[config.mk]
export PLATFORM = sky130hd
export DESIGN_NAME = lattice_noise_sampler_unit
export DESIGN_NICKNAME = d
export VERILOG_FILES = /design/src/rtl/lns_pkg.sv /design/src/rtl/lns_front.sv /design/src/rtl/lns_fifo.sv /design/src/rtl/lns_back.sv /design/src/rtl/lattice_noise_sampler_unit.sv
export SDC_FILE = /design/constraint.sdc
export NUM_CORES = 1
export LEC_CHECK = 0
export BUFFER_PORTS_ARGS = -buffer_cell sky130_fd_sc_hd__clkbuf_2
export CORE_ASPECT_RATIO = 1.25
export CORE_MARGIN = 2
export CORE_UTILIZATION = 47
export CTS_CLUSTER_DIAMETER = 120
export DETAILED_ROUTE_END_ITERATION = 12
export RECOVER_POWER = 50
export SYNTH_ARGS = -nofsm -noshare
export SYNTH_HDL_FRONTEND = slang
export SYNTH_SLANG_ARGS = --single-unit
[constraint.sdc]
create_clock -name clk -period 4.5 [get_ports clk]
set_clock_uncertainty 0.1 [all_clocks]
set_input_delay 0.675 -clock clk [delete_from_list [all_inputs] [get_ports clk]]
set_output_delay 0.675 -clock clk [all_outputs]
set_load 0.01 [all_outputs]
[src/rtl/lns_pkg.sv]
// ----------------------------------------------------------------------------
// lns_pkg
// shared types and constants for the lattice noise sampler
// ----------------------------------------------------------------------------
`default_nettype none

package lns_pkg;

  typedef enum logic [1:0] {
    MODE_BIT_PAIR  = 2'd0,
    MODE_ZERO_PAIR = 2'd1,
    MODE_REJ_SIX   = 2'd2,
    MODE_REJ_TWLV  = 2'd3
  } mode_t;

  localparam int unsigned SLOTS      = 8;
  localparam int unsigned FIFO_DEPTH = 4;
  localparam int unsigned FIFO_AW    = $clog2(FIFO_DEPTH);
  localparam int unsigned FIFO_CW    = $clog2(FIFO_DEPTH + 1);

  localparam logic [2:0] CAND_MASK  = 3'h7;
  localparam logic [2:0] CAND_LIMIT = 3'd6;
  localparam logic [3:0] NIB_LIMIT  = 4'd12;

  // one request worth of candidate samples, kept slots emitted low first
  typedef struct packed {
    logic [SLOTS-1:0]      keep;
    logic [SLOTS-1:0][1:0] smp;
  } job_t;

endpackage

`default_nettype wire

[src/rtl/lns_front.sv]
// ----------------------------------------------------------------------------
// lns_front
// takes input bytes, holds mode and chunk state, builds sample jobs
// ----------------------------------------------------------------------------
`default_nettype none

module lns_front import lns_pkg::*; (
  input  wire logic       clk,
  input  wire logic       rst_n,
  input  wire logic       cfg_valid,
  input  wire logic [1:0] cfg_data,
  input  wire logic       in_fire,
  input  wire logic [7:0] in_byte,
  input  wire logic       in_final,
  output job_t            job,
  output logic            job_push
);

  mode_t       mode_r, mode_nxt;
  logic [15:0] store_r, store_nxt;
  logic [1:0]  fill_r, fill_nxt;
  logic [23:0] chunk;
  logic [2:0]  cand;
  logic [3:0]  lo_nib, hi_nib;

  always_ff @(posedge clk) begin
    if (!rst_n) begin
      mode_r  <= MODE_BIT_PAIR;
      store_r <= '0;
      fill_r  <= '0;
    end else begin
      mode_r  <= mode_nxt;
      store_r <= store_nxt;
      fill_r  <= fill_nxt;
    end
  end

  always_comb begin
    mode_nxt  = mode_r;
    store_nxt = store_r;
    fill_nxt  = fill_r;
    job       = '0;
    chunk     = {in_byte, store_r};
    lo_nib    = in_byte[3:0];
    hi_nib    = in_byte[7:4];
    cand      = '0;
    unique case (mode_r)
      MODE_BIT_PAIR: begin
        for (int k = 0; k < 4; k++) begin
          job.keep[k] = 1'b1;
          job.smp[k]  = {1'b0, in_byte[2*k+1]} - {1'b0, in_byte[2*k]};
        end
      end
      MODE_ZERO_PAIR: begin
        job.keep[1:0] = 2'b11;
        job.smp[0] = {1'b0, lo_nib[1:0] == 2'd0} - {1'b0, lo_nib[3:2] == 2'd0};
        job.smp[1] = {1'b0, hi_nib[1:0] == 2'd0} - {1'b0, hi_nib[3:2] == 2'd0};
      end
      MODE_REJ_SIX: begin
        if (fill_r >= 2'd2) begin
          for (int k = 0; k < SLOTS; k++) begin
            cand        = chunk[3*k +: 3] & CAND_MASK;
            job.keep[k] = cand < CAND_LIMIT;
            job.smp[k]  = {1'b0, cand == 3'd0};
          end
        end
        if (in_fire) begin
          if (fill_r >= 2'd2) begin
            store_nxt = '0;
            fill_nxt  = '0;
          end else if (fill_r == 2'd1) begin
            store_nxt = {in_byte, store_r[7:0]};
            fill_nxt  = 2'd2;
          end else begin
            store_nxt = {8'd0, in_byte};
            fill_nxt  = 2'd1;
          end
        end
      end
      MODE_REJ_TWLV: begin
        job.keep[0] = lo_nib < NIB_LIMIT;
        job.smp[0]  = {1'b0, lo_nib == 4'd0};
        job.keep[1] = hi_nib < NIB_LIMIT;
        job.smp[1]  = {1'b0, hi_nib == 4'd0};
      end
      default: job = '0;
    endcase
    if (in_fire && in_final) begin
      store_nxt = '0;
      fill_nxt  = '0;
    end
    if (cfg_valid) begin
      mode_nxt  = mode_t'(cfg_data);
      store_nxt = '0;
      fill_nxt  = '0;
    end
  end

  assign job_push = in_fire && (job.keep != '0);

endmodule

`default_nettype wire

[src/rtl/lns_fifo.sv]
// ----------------------------------------------------------------------------
// lns_fifo
// short job queue between the front and the back
// ----------------------------------------------------------------------------
`default_nettype none

module lns_fifo import lns_pkg::*; (
  input  wire logic clk,
  input  wire logic rst_n,
  input  wire logic push,
  input  wire job_t wdata,
  output logic      full,
  input  wire logic pop,
  output job_t      rdata,
  output logic      empty
);

  job_t               mem_r [FIFO_DEPTH];
  logic [FIFO_AW-1:0] wr_ptr_r, rd_ptr_r;
  logic [FIFO_CW-1:0] count_r, count_nxt;

  always_ff @(posedge clk) begin
    if (push) begin
      mem_r[wr_ptr_r] <= wdata;
    end
  end

  always_ff @(posedge clk) begin
    if (!rst_n) begin
      wr_ptr_r <= '0;
      rd_ptr_r <= '0;
      count_r  <= '0;
    end else begin
      if (push) wr_ptr_r <= wr_ptr_r + 1'b1;
      if (pop)  rd_ptr_r <= rd_ptr_r + 1'b1;
      count_r <= count_nxt;
    end
  end

  always_comb begin
    count_nxt = count_r;
    if (push && !pop) count_nxt = count_r + 1'b1;
    if (pop && !push) count_nxt = count_r - 1'b1;
  end

  assign full  = count_r == FIFO_CW'(FIFO_DEPTH);
  assign empty = count_r == '0;
  assign rdata = mem_r[rd_ptr_r];

endmodule

`default_nettype wire

[src/rtl/lns_back.sv]
// ----------------------------------------------------------------------------
// lns_back
// drains jobs one kept sample per cycle into the output register while out_ready allows
// ----------------------------------------------------------------------------
`default_nettype none

module lns_back import lns_pkg::*; (
  input  wire logic       clk,
  input  wire logic       rst_n,
  input  wire logic       job_avail,
  input  wire job_t       job_in,
  output logic            job_pop,
  output logic            out_valid,
  input  wire logic       out_ready,
  output logic [1:0]      out_sample,
  output logic            out_last
);

  job_t             cur_r;
  logic [SLOTS-1:0] rem_r, rem_nxt;
  logic [SLOTS-1:0] pick;
  logic [1:0]       pick_smp;
  logic             valid_r;
  logic [1:0]       smp_r;
  logic             last_r;
  logic             out_load;
  logic             rem_done;

  always_comb begin
    pick     = '0;
    pick_smp = '0;
    for (int k = SLOTS - 1; k >= 0; k--) begin
      if (rem_r[k]) begin
        pick     = '0;
        pick[k]  = 1'b1;
        pick_smp = cur_r.smp[k];
      end
    end
  end

  assign out_load = (!valid_r || out_ready) && (rem_r != '0);
  assign rem_done = (rem_r & ~pick) == '0;
  assign job_pop  = job_avail && ((rem_r == '0) || (out_load && rem_done));

  always_comb begin
    rem_nxt = rem_r;
    if (out_load) rem_nxt = rem_r & ~pick;
    if (job_pop)  rem_nxt = job_in.keep;
  end

  always_ff @(posedge clk) begin
    if (!rst_n) begin
      rem_r   <= '0;
      valid_r <= 1'b0;
    end else begin
      rem_r <= rem_nxt;
      if (out_load) begin
        valid_r <= 1'b1;
      end else if (out_ready) begin
        valid_r <= 1'b0;
      end
    end
  end

  always_ff @(posedge clk) begin
    if (job_pop) cur_r <= job_in;
    if (out_load) begin
      smp_r  <= pick_smp;
      last_r <= rem_done;
    end
  end

  assign out_valid  = valid_r;
  assign out_sample = smp_r;
  assign out_last   = last_r;

endmodule

`default_nettype wire

[src/rtl/lattice_noise_sampler_unit.sv]
// ----------------------------------------------------------------------------
// lattice_noise_sampler_unit
// random bytes in, lattice noise samples or rejection zero flags out
// ----------------------------------------------------------------------------
// path: a byte's first result passes the job queue, the back end job register
// and the output register; results follow at one per cycle from the back end
// while out_tready is high; one byte in per cycle while the queue is not full.
// Samples: 4 per byte in mode 0, 2 in 1, up to 2 in 3, up to 8 per 3 in 2
// reset: synchronous active low, clears mode to 0, chunk state and queue
`default_nettype none

module lattice_noise_sampler_unit import lns_pkg::*; (
  input  wire logic       clk,
  input  wire logic       rst_n,
  input  wire logic       cfg_valid,
  output logic            cfg_ready,
  input  wire logic [1:0] cfg_data,      // sample_mode
  input  wire logic       in_tvalid,
  output logic            in_tready,
  input  wire logic [7:0] in_tdata,      // [7:0] data_byte
  input  wire logic       in_tlast,      // final_byte
  output logic            out_tvalid,
  input  wire logic       out_tready,
  output logic [7:0]      out_tdata,     // [1:0] sample (signed), [7:2] zero
  output logic            out_tlast      // last_of_run
);

  job_t       push_job, head_job;
  logic       push, pop, full, empty;
  logic       in_fire;
  logic [1:0] smp;

  assign cfg_ready = 1'b1;
  assign in_tready = !full;
  assign in_fire   = in_tvalid && in_tready;

  lns_front u_front (
    .clk      (clk),
    .rst_n    (rst_n),
    .cfg_valid(cfg_valid),
    .cfg_data (cfg_data),
    .in_fire  (in_fire),
    .in_byte  (in_tdata),
    .in_final (in_tlast),
    .job      (push_job),
    .job_push (push)
  );

  lns_fifo u_fifo (
    .clk  (clk),
    .rst_n(rst_n),
    .push (push),
    .wdata(push_job),
    .full (full),
    .pop  (pop),
    .rdata(head_job),
    .empty(empty)
  );

  lns_back u_back (
    .clk       (clk),
    .rst_n     (rst_n),
    .job_avail (!empty),
    .job_in    (head_job),
    .job_pop   (pop),
    .out_valid (out_tvalid),
    .out_ready (out_tready),
    .out_sample(smp),
    .out_last  (out_tlast)
  );

  assign out_tdata = {6'd0, smp};

  a_no_push_full: assert property (@(posedge clk) disable iff (!rst_n)
    !(push && full))
    else $error("job pushed into full queue");

  a_no_pop_empty: assert property (@(posedge clk) disable iff (!rst_n)
    !(pop && empty))
    else $error("job popped from empty queue");

  a_empty_job: assert property (@(posedge clk) disable iff (!rst_n)
    push |-> (push_job.keep != '0))
    else $error("queued job without kept samples");

  a_reset_idle: assert property (@(posedge clk)
    !rst_n |=> !out_tvalid && empty)
    else $error("output or queue busy after reset");

endmodule

`default_nettype wire

Word-level counts from Yosys, hierarchy flattened
Memories as Yosys holds them, arrays and structs flattened. A register that Yosys moved wholly into a read port is not among the register bits.
Cells that the tools add are included.
{ "word_totals": {"memories": 1, "ramBits": 96, "register_bits": 55} }
{ "mem_list": {"columns": ["memory", "depth", "word_bits", "rd", "rd_clocked_by_memory_dff", "write_ports", "line", "source"], "rows": [
  ["u_fifo.mem_r", 4, 24, 1, 1, 1, "lns_fifo.sv:18", "job_t mem_r [FIFO_DEPTH];"]
]} }
{ "classes": {"magnitude_cmp": 11, "eq_ne": 6, "n_addsub": 10, "n_bitwise": 3, "mux": 37, "reduce_logical": 42} }
{ "ops": {"columns": ["cell", "count"], "rows": [
  ["$mux 8", 11],
  ["$mux 16", 2],
  ["$logic_not 3->1", 9],
  ["$lt 3x3->1 const B", 8],
  ["$mux 2", 12],
  ["$mux 24", 1],
  ["$logic_not 8->1", 2],
  ["$pmux 4 s4", 1],
  ["$reduce_bool 8->1", 2],
  ["$sub 1x1->2", 6],
  ["$logic_not 2->1", 5],
  ["$and 8x8->8", 1],
  ["$logic_and 1x1->1", 8],
  ["$logic_not 4->1", 2],
  ["$lt 4x4->1 const B", 2],
  ["$not 8->8", 1],
  ["$pmux 4 s2", 1],
  ["$mux 3", 2],
  ["$pmux 2 s3", 1],
  ["$reduce_bool 2->1", 3],
  ["$logic_not 1->1", 5],
  ["$add 2x1->2 const B", 2],
  ["$eq 2x1->1 const B", 2],
  ["$eq 2x2->1 const B", 2],
  ["other kinds (14)", 18]
]} }

Longest topological paths before layout
{ "depth": {"depth_word": 18, "depth_mapped": 13, "mapped_depth_nobuf": 12} }

Modules after synthesis
A second synthesis with hierarchy kept.
{ "hier_totals": {"hier_cells": 438, "hier_area_um2": 6550.0} }
{ "modules_own_cells": {"columns": ["mod", "area_per_inst_um2", "cells_each", "instances"], "rows": [
  ["lns_fifo", 3953.8, 172, 1],
  ["lns_front", 1282.5, 145, 1],
  ["lns_back", 1239.9, 109, 1],
  ["lattice_noise_sampler_unit", 73.8, 12, 1]
]} }

Worst setup path before layout
Ideal clock, no wire load.
{ "synth_timing": {"path_type": "register to register", "start": "register u_back.rem_r[3]", "end": "register u_fifo.count_r[2]", "slack_ns": 1.334, "path_stages_with_launch": 14, "n_path_buf": 2, "required_time_ns": 4.330, "period_less_slack_ns": 3.166, "arrival_time_ns": 2.996, "path_cell_list": "dfxtp_1 buf_6 or4_4 buf_6 a2111oi_2 nor2_2 a21o_4 inv_4 ha_1 inv_1 fa_1 xor2_1 or3_1 a21oi_1"} }
{ "synth_via": {"elab_chain_len": 13, "word_cells_on_any_way": 18} }
{ "synth_lines": {"columns": ["element", "line", "source"], "rows": [
  ["start, declared", "lns_back.sv:20", "logic [SLOTS-1:0] rem_r, rem_nxt;"],
  ["start signal, assigned", "lns_back.sv:56", "rem_r <= rem_nxt;"],
  ["$mux 8 (4 in series)", "lns_back.sv:33", "if (rem_r[k]) begin"],
  ["$not 8->8", "lns_back.sv:42", "assign rem_done = (rem_r & ~pick) == '0;"],
  ["$and 8x8->8", "lns_back.sv:42", null],
  ["$logic_not 8->1", "lns_back.sv:42", null],
  ["$logic_and 1x1->1", "lns_back.sv:43", "assign job_pop = job_avail && ((rem_r == '0) || (out_load && rem_done));"],
  ["$logic_or 1x1->1 (*)", "lns_back.sv:43", null],
  ["$logic_and 1x1->1 (*)", "lns_back.sv:43", null],
  ["$logic_not 1->1", "lns_fifo.sv:42", "if (push && !pop) count_nxt = count_r + 1'b1;"],
  ["$logic_and 1x1->1", "lns_fifo.sv:42", null],
  ["$reduce_bool 2->1 (no source line)", null, null],
  ["end signal, assigned", "lns_fifo.sv:36", "count_r <= count_nxt;"],
  ["end, declared", "lns_fifo.sv:20", "logic [FIFO_CW-1:0] count_r, count_nxt;"]
]} }
Mark *: on every way between the ends. The rest lies on a longest branch, timed or not.
A chain may end at the register's enable or synchronous reset.

Worst setup path after layout
{ "layout_timing": {"start": "register u_back.rem_r[2]", "end": "register u_fifo.count_r[2]"} }
{ "layout_via": {"elab_chain_len": 12, "word_cells_on_any_way": 17} }
{ "layout_lines": {"columns": ["element", "line"], "rows": [
  ["$mux 8 (3 in series)", "lns_back.sv:33"],
  ["$not 8->8", "lns_back.sv:42"],
  ["$and 8x8->8", "lns_back.sv:42"],
  ["$logic_not 8->1", "lns_back.sv:42"],
  ["$logic_and 1x1->1", "lns_back.sv:43"],
  ["$logic_or 1x1->1 (*)", "lns_back.sv:43"],
  ["$logic_and 1x1->1 (*)", "lns_back.sv:43"],
  ["$logic_not 1->1", "lns_fifo.sv:42"],
  ["$logic_and 1x1->1", "lns_fifo.sv:42"],
  ["$reduce_bool 2->1 (no source line)", null]
]} }
Marked as above.

==> results.sh <==
export IMPL_timing_hold_worst_start="u_front.store_r[9]$_SDFFE_PP0P_"
export IMPL_tritoncts_clock_tree="yes"
export IMPL_dr_pass1_iters=4
export IMPL_relative_slew_margins_pct=32.5
export IMPL_sequential_cell_area_fraction_in_the_yosys_report_pct=61.6
export IMPL_share_of_flip_flops_with_an_asynchronous_set_or_reset_after_synthesis_pct=0
export IMPL_die_height_um=129
export IMPL_setup_violations=0
export IMPL_clk_insertion_delay_late_ps=400
export IMPL_power_total_mw=4.00
export IMPL_detailed_place_hpwl_um=7530
export IMPL_finalSetupTns_ps=0
export IMPL_fill_cells=1059
export IMPL_cp_start_kind="register"
export IMPL_vias_in_the_first_global_route=3438
export IMPL_top_area_cells_in_the_synthesized_netlist="edfxtp_1 (49%), dfxtp_1 (13%), mux4_2 (7.7%)"
export IMPL_cts_hold_repair_buffers=0
export IMPL_yosys_area_top_type="edfxtp_1"
export IMPL_slew_of_the_pin_with_the_lowest_slew_margin_ps=1010
export IMPL_antenna_cells=0
export IMPL_area_sequential_sq_um=3610
export IMPL_post_synth_num_cell_types=58
export IMPL_numClockSinks=133
export IMPL_worst_path_largest_cell_delay_ps=710
export IMPL_hold_viol_final=0
export IMPL_power_density_cell_area_nw_per_um2=600
export IMPL_reg2reg_from="u_back.rem_r[2]$_SDFFE_PN0P_"
export IMPL_per_cell_via_count_in_the_routed_design=5.44
export IMPL_routabilityCongestion=0.850
export IMPL_total_leakage_power_nw=2.33
export IMPL_design_die_area_sq_um=13400
export IMPL_io_pin_count=28
export IMPL_regToRegSetupSlack_ps=860
export IMPL_grt_max_degree=24
export IMPL_hold_path_end="u_front.store_r[9]$_SDFFE_PP0P_"
export IMPL_max_clock_freq_ghz=0.275
export IMPL_post_synth_edffs=95
export IMPL_synth_ff_latch_count=133
export IMPL_critPathSlowestCell="or4_1"
export IMPL_critPathTopFamily="simple AND/OR/NAND/NOR gates"
export IMPL_category_of_the_most_critical_setup_path="register to register"
export IMPL_grt_remaining_overflow=0
export IMPL_r2r_cells=11
export IMPL_syn_cell_area_sq_um=5860
export IMPL_num_vias=3475
export IMPL_timing_final_crit_period_ps=3640
export IMPL_setup_repair_after_global_routing_missed_its_margin="false"
export IMPL_worst_hold_slack_ps=359
export IMPL_critical_path_reg2reg_endpoint="u_fifo.count_r[2]$_SDFFE_PN0P_"
export IMPL_critPathMaxFanout=16
export IMPL_design_final_nets=499
export IMPL_numCtsBuffers=17
export IMPL_ir_drop_mv=0.266
export IMPL_syn_area_per_cell_sq_um=13.2
export IMPL_synth_top_cell_area_share_pct=48.7
export IMPL_fin_util_pct=54.8
export IMPL_htree_num_levels=4
export IMPL_worst_ep_arrival_ps=3860
export IMPL_clock_path_buffers=2
export IMPL_worst_setup_hold_path_clk_slew_ps=50
export IMPL_initial_core_util_pct=48.2
export IMPL_hp_class="register to register"
export IMPL_report_final_slew_viol_count=0
export IMPL_hold_depth=2
export IMPL_final_period_utilization_pct=80.8
export IMPL_worstPathCellList="or4_1 > o41ai_1 > nand2_1 > a21o_1 > inv_4 > ha_1 > inv_1 > fa_1 > xor2_1 > or3_1 > a21oi_1"
export IMPL_multi_input_logic_area_sq_um=2010
export IMPL_drive_gt1_share_pct=15.2
export IMPL_wirelength_um=10900
export IMPL_cts_root_buf="clkbuf_16"
export IMPL_number_of_cells_produced_by_synthesis=445
export IMPL_antenna_left=0
export IMPL_core_area_sq_um=12200
export IMPL_drc=0
export IMPL_timing_critical_path_buf_inv=2
export IMPL_cts_resized=0
export IMPL_floorplan_die_width_um=104
export IMPL_io_buffers=20
export IMPL_violation_count_after_the_first_detailed_routing_iteration=153
export IMPL_outcome="finished, final reports clean"
export IMPL_std_cell_rows=45
export IMPL_cp_end_kind="register"
export IMPL_post_drt_wl_per_cell_um=17.1
export IMPL_synthesis_yosys_warnings=0
export IMPL_grt_usage_pct=17.7
export IMPL_cap_viol_max_count=0
export IMPL_antenna_found_initial=0
export IMPL_ys_dominant_reg_cell="edfxtp_1"
export IMPL_postCtsSetupRepairBufs=0
export IMPL_required_time_at_the_worst_slack_endpoint_ps=4730
export IMPL_grt_pass1_wl_um=17900
export IMPL_post_synthesis_to_final_layout_area_growth_pct=13.6
==> cells in the final DEF, fill, tap and decap left out, types with 5 or more instances in the layout <==
master,synthesis,routed
nor4_1,5,5
mux2i_1,9,9
o21ai_0,2,7
a22oi_1,5,5
buf_4,7,6
clkbuf_2,0,12
nor3_1,8,8
nand2_1,46,46
dfxtp_1,38,38
ha_1,20,20
inv_1,17,17
a21oi_1,28,28
edfxtp_1,95,95
conb_1,2,7
or3_1,5,5
mux4_2,20,20
nand2b_1,7,7
clkbuf_1,20,10
clkbuf_16,0,17
and2_1,8,6
nand3_1,13,13
or4_1,4,5
nor2_1,21,21
==> area by class of cell <==
class / instances / share of cell area [%]
clock buffer: 22 / 7.12
clock inverter: 10 / 2.27
inverter: 19 / 1.11
sequential: 133 / 54.2
timing repair buffer: 26 / 2.03
multi-input combinational: 265 / 30.1
tap: 164 / 3.08
==> where the power goes <==
group          internal (mW)  leakage, nW  switching, mW
Sequential              1.57         1.20          0.155
Combinational          0.376        0.820          0.464
Clock                  0.965        0.307          0.466
Total                   2.91         2.33           1.09
==> per-layer routing <==
layer | GRT usage [%] | share of wire (%) | vias to the layer above
li1 | - | - | 1675
met1 | 20.9 | 43 | 1709
met2 | 31.0 | 51 | 72
met3 | 4.46 | 3.7 | 19
met4 | 7.15 | 2.3 | 0
met5 | 0 | 0 | -
==> synthesized netlist by cell type, types with 8 or more instances <==
| cell type | count |
|---|---|
| and2_1 | 8 |
| edfxtp_1 | 95 |
| nor2_1 | 21 |
| a21oi_1 | 28 |
| dfxtp_1 | 38 |
| o21ai_1 | 8 |
| nand2_1 | 46 |
| inv_1 | 17 |
| nor3_1 | 8 |
| ha_1 | 20 |
| nand3_1 | 13 |
| mux4_2 | 20 |
| mux2i_1 | 9 |
| clkbuf_1 | 20 |
==> logic make-up after synthesis <==
family	synth area share (%)
DFF	61.6
and+or+nand+nor	11.2
AOI/OAI and AO/OA	8.49
buffers and inverters	4.12
muxes	9.22
adders and majority gates	4.95
other	0.128
xor gates and xnor gates	0.299
==> worst reg2reg max path, stage by stage (launching register included) <==
cell and delay (ps):
dfxtp_1 390, or4_1 710, o41ai_1 540, nand2_1 110, a21o_1 270, inv_4 220, ha_1 220, inv_1 60
fa_1 370, xor2_1 150, or3_1 300, a21oi_1 140
==> how the worst max path moves through the flow <==
stage                                endpoint  cells past startpoint                    startpoint  slack [ps]
6_report       u_fifo.count_r[2]$_SDFFE_PN0P_                     11  u_back.rem_r[2]$_SDFFE_PN0P_         860
5_1_grt        u_fifo.count_r[2]$_SDFFE_PN0P_                     11  u_back.rem_r[2]$_SDFFE_PN0P_         610
4_1_cts        u_fifo.count_r[2]$_SDFFE_PN0P_                     11  u_back.rem_r[2]$_SDFFE_PN0P_        1180
3_5_place_dp   u_fifo.count_r[2]$_SDFFE_PN0P_                     12                    out_tready        1180
3_3_place_gp   u_fifo.count_r[2]$_SDFFE_PN0P_                     12                    out_tready        1270
2_1_floorplan  u_fifo.count_r[2]$_SDFFE_PN0P_                     13  u_back.rem_r[3]$_SDFFE_PN0P_        1330
==> per-stage QoR <==
| stage | setup WS (ps) | cell area (sq um) | instances |
|---|---|---|---|
| 2_1_floorplan | 1330 | 5880 | 450 |
| 3_3_place_gp | 1270 | 6060 | 607 |
| 3_5_place_dp | 1180 | 6060 | 607 |
| 4_1_cts | 1180 | 6690 | 639 |
| 5_1_grt | 612 | 6660 | 639 |
| 6_report | 863 | 6660 | 639 |
==> flip-flops by register name (all words and copies together) (netlist names), named ones only <==
| signal | flops |
|---|---|
| u_back.out_last | 1 |
| u_front.fill_r | 2 |
| u_fifo.count_r | 3 |
| u_fifo.wr_ptr_r | 2 |
| u_back.out_valid | 1 |
| u_back.out_sample | 2 |
| u_fifo.mem_r | 80 |
| u_back.rem_r | 8 |
| u_back.cur_r | 12 |
| u_fifo.rd_ptr_r | 2 |
| u_front.store_r | 16 |
| u_front.mode_r | 2 |
Note: power is estimated with default switching activity, not from simulation.
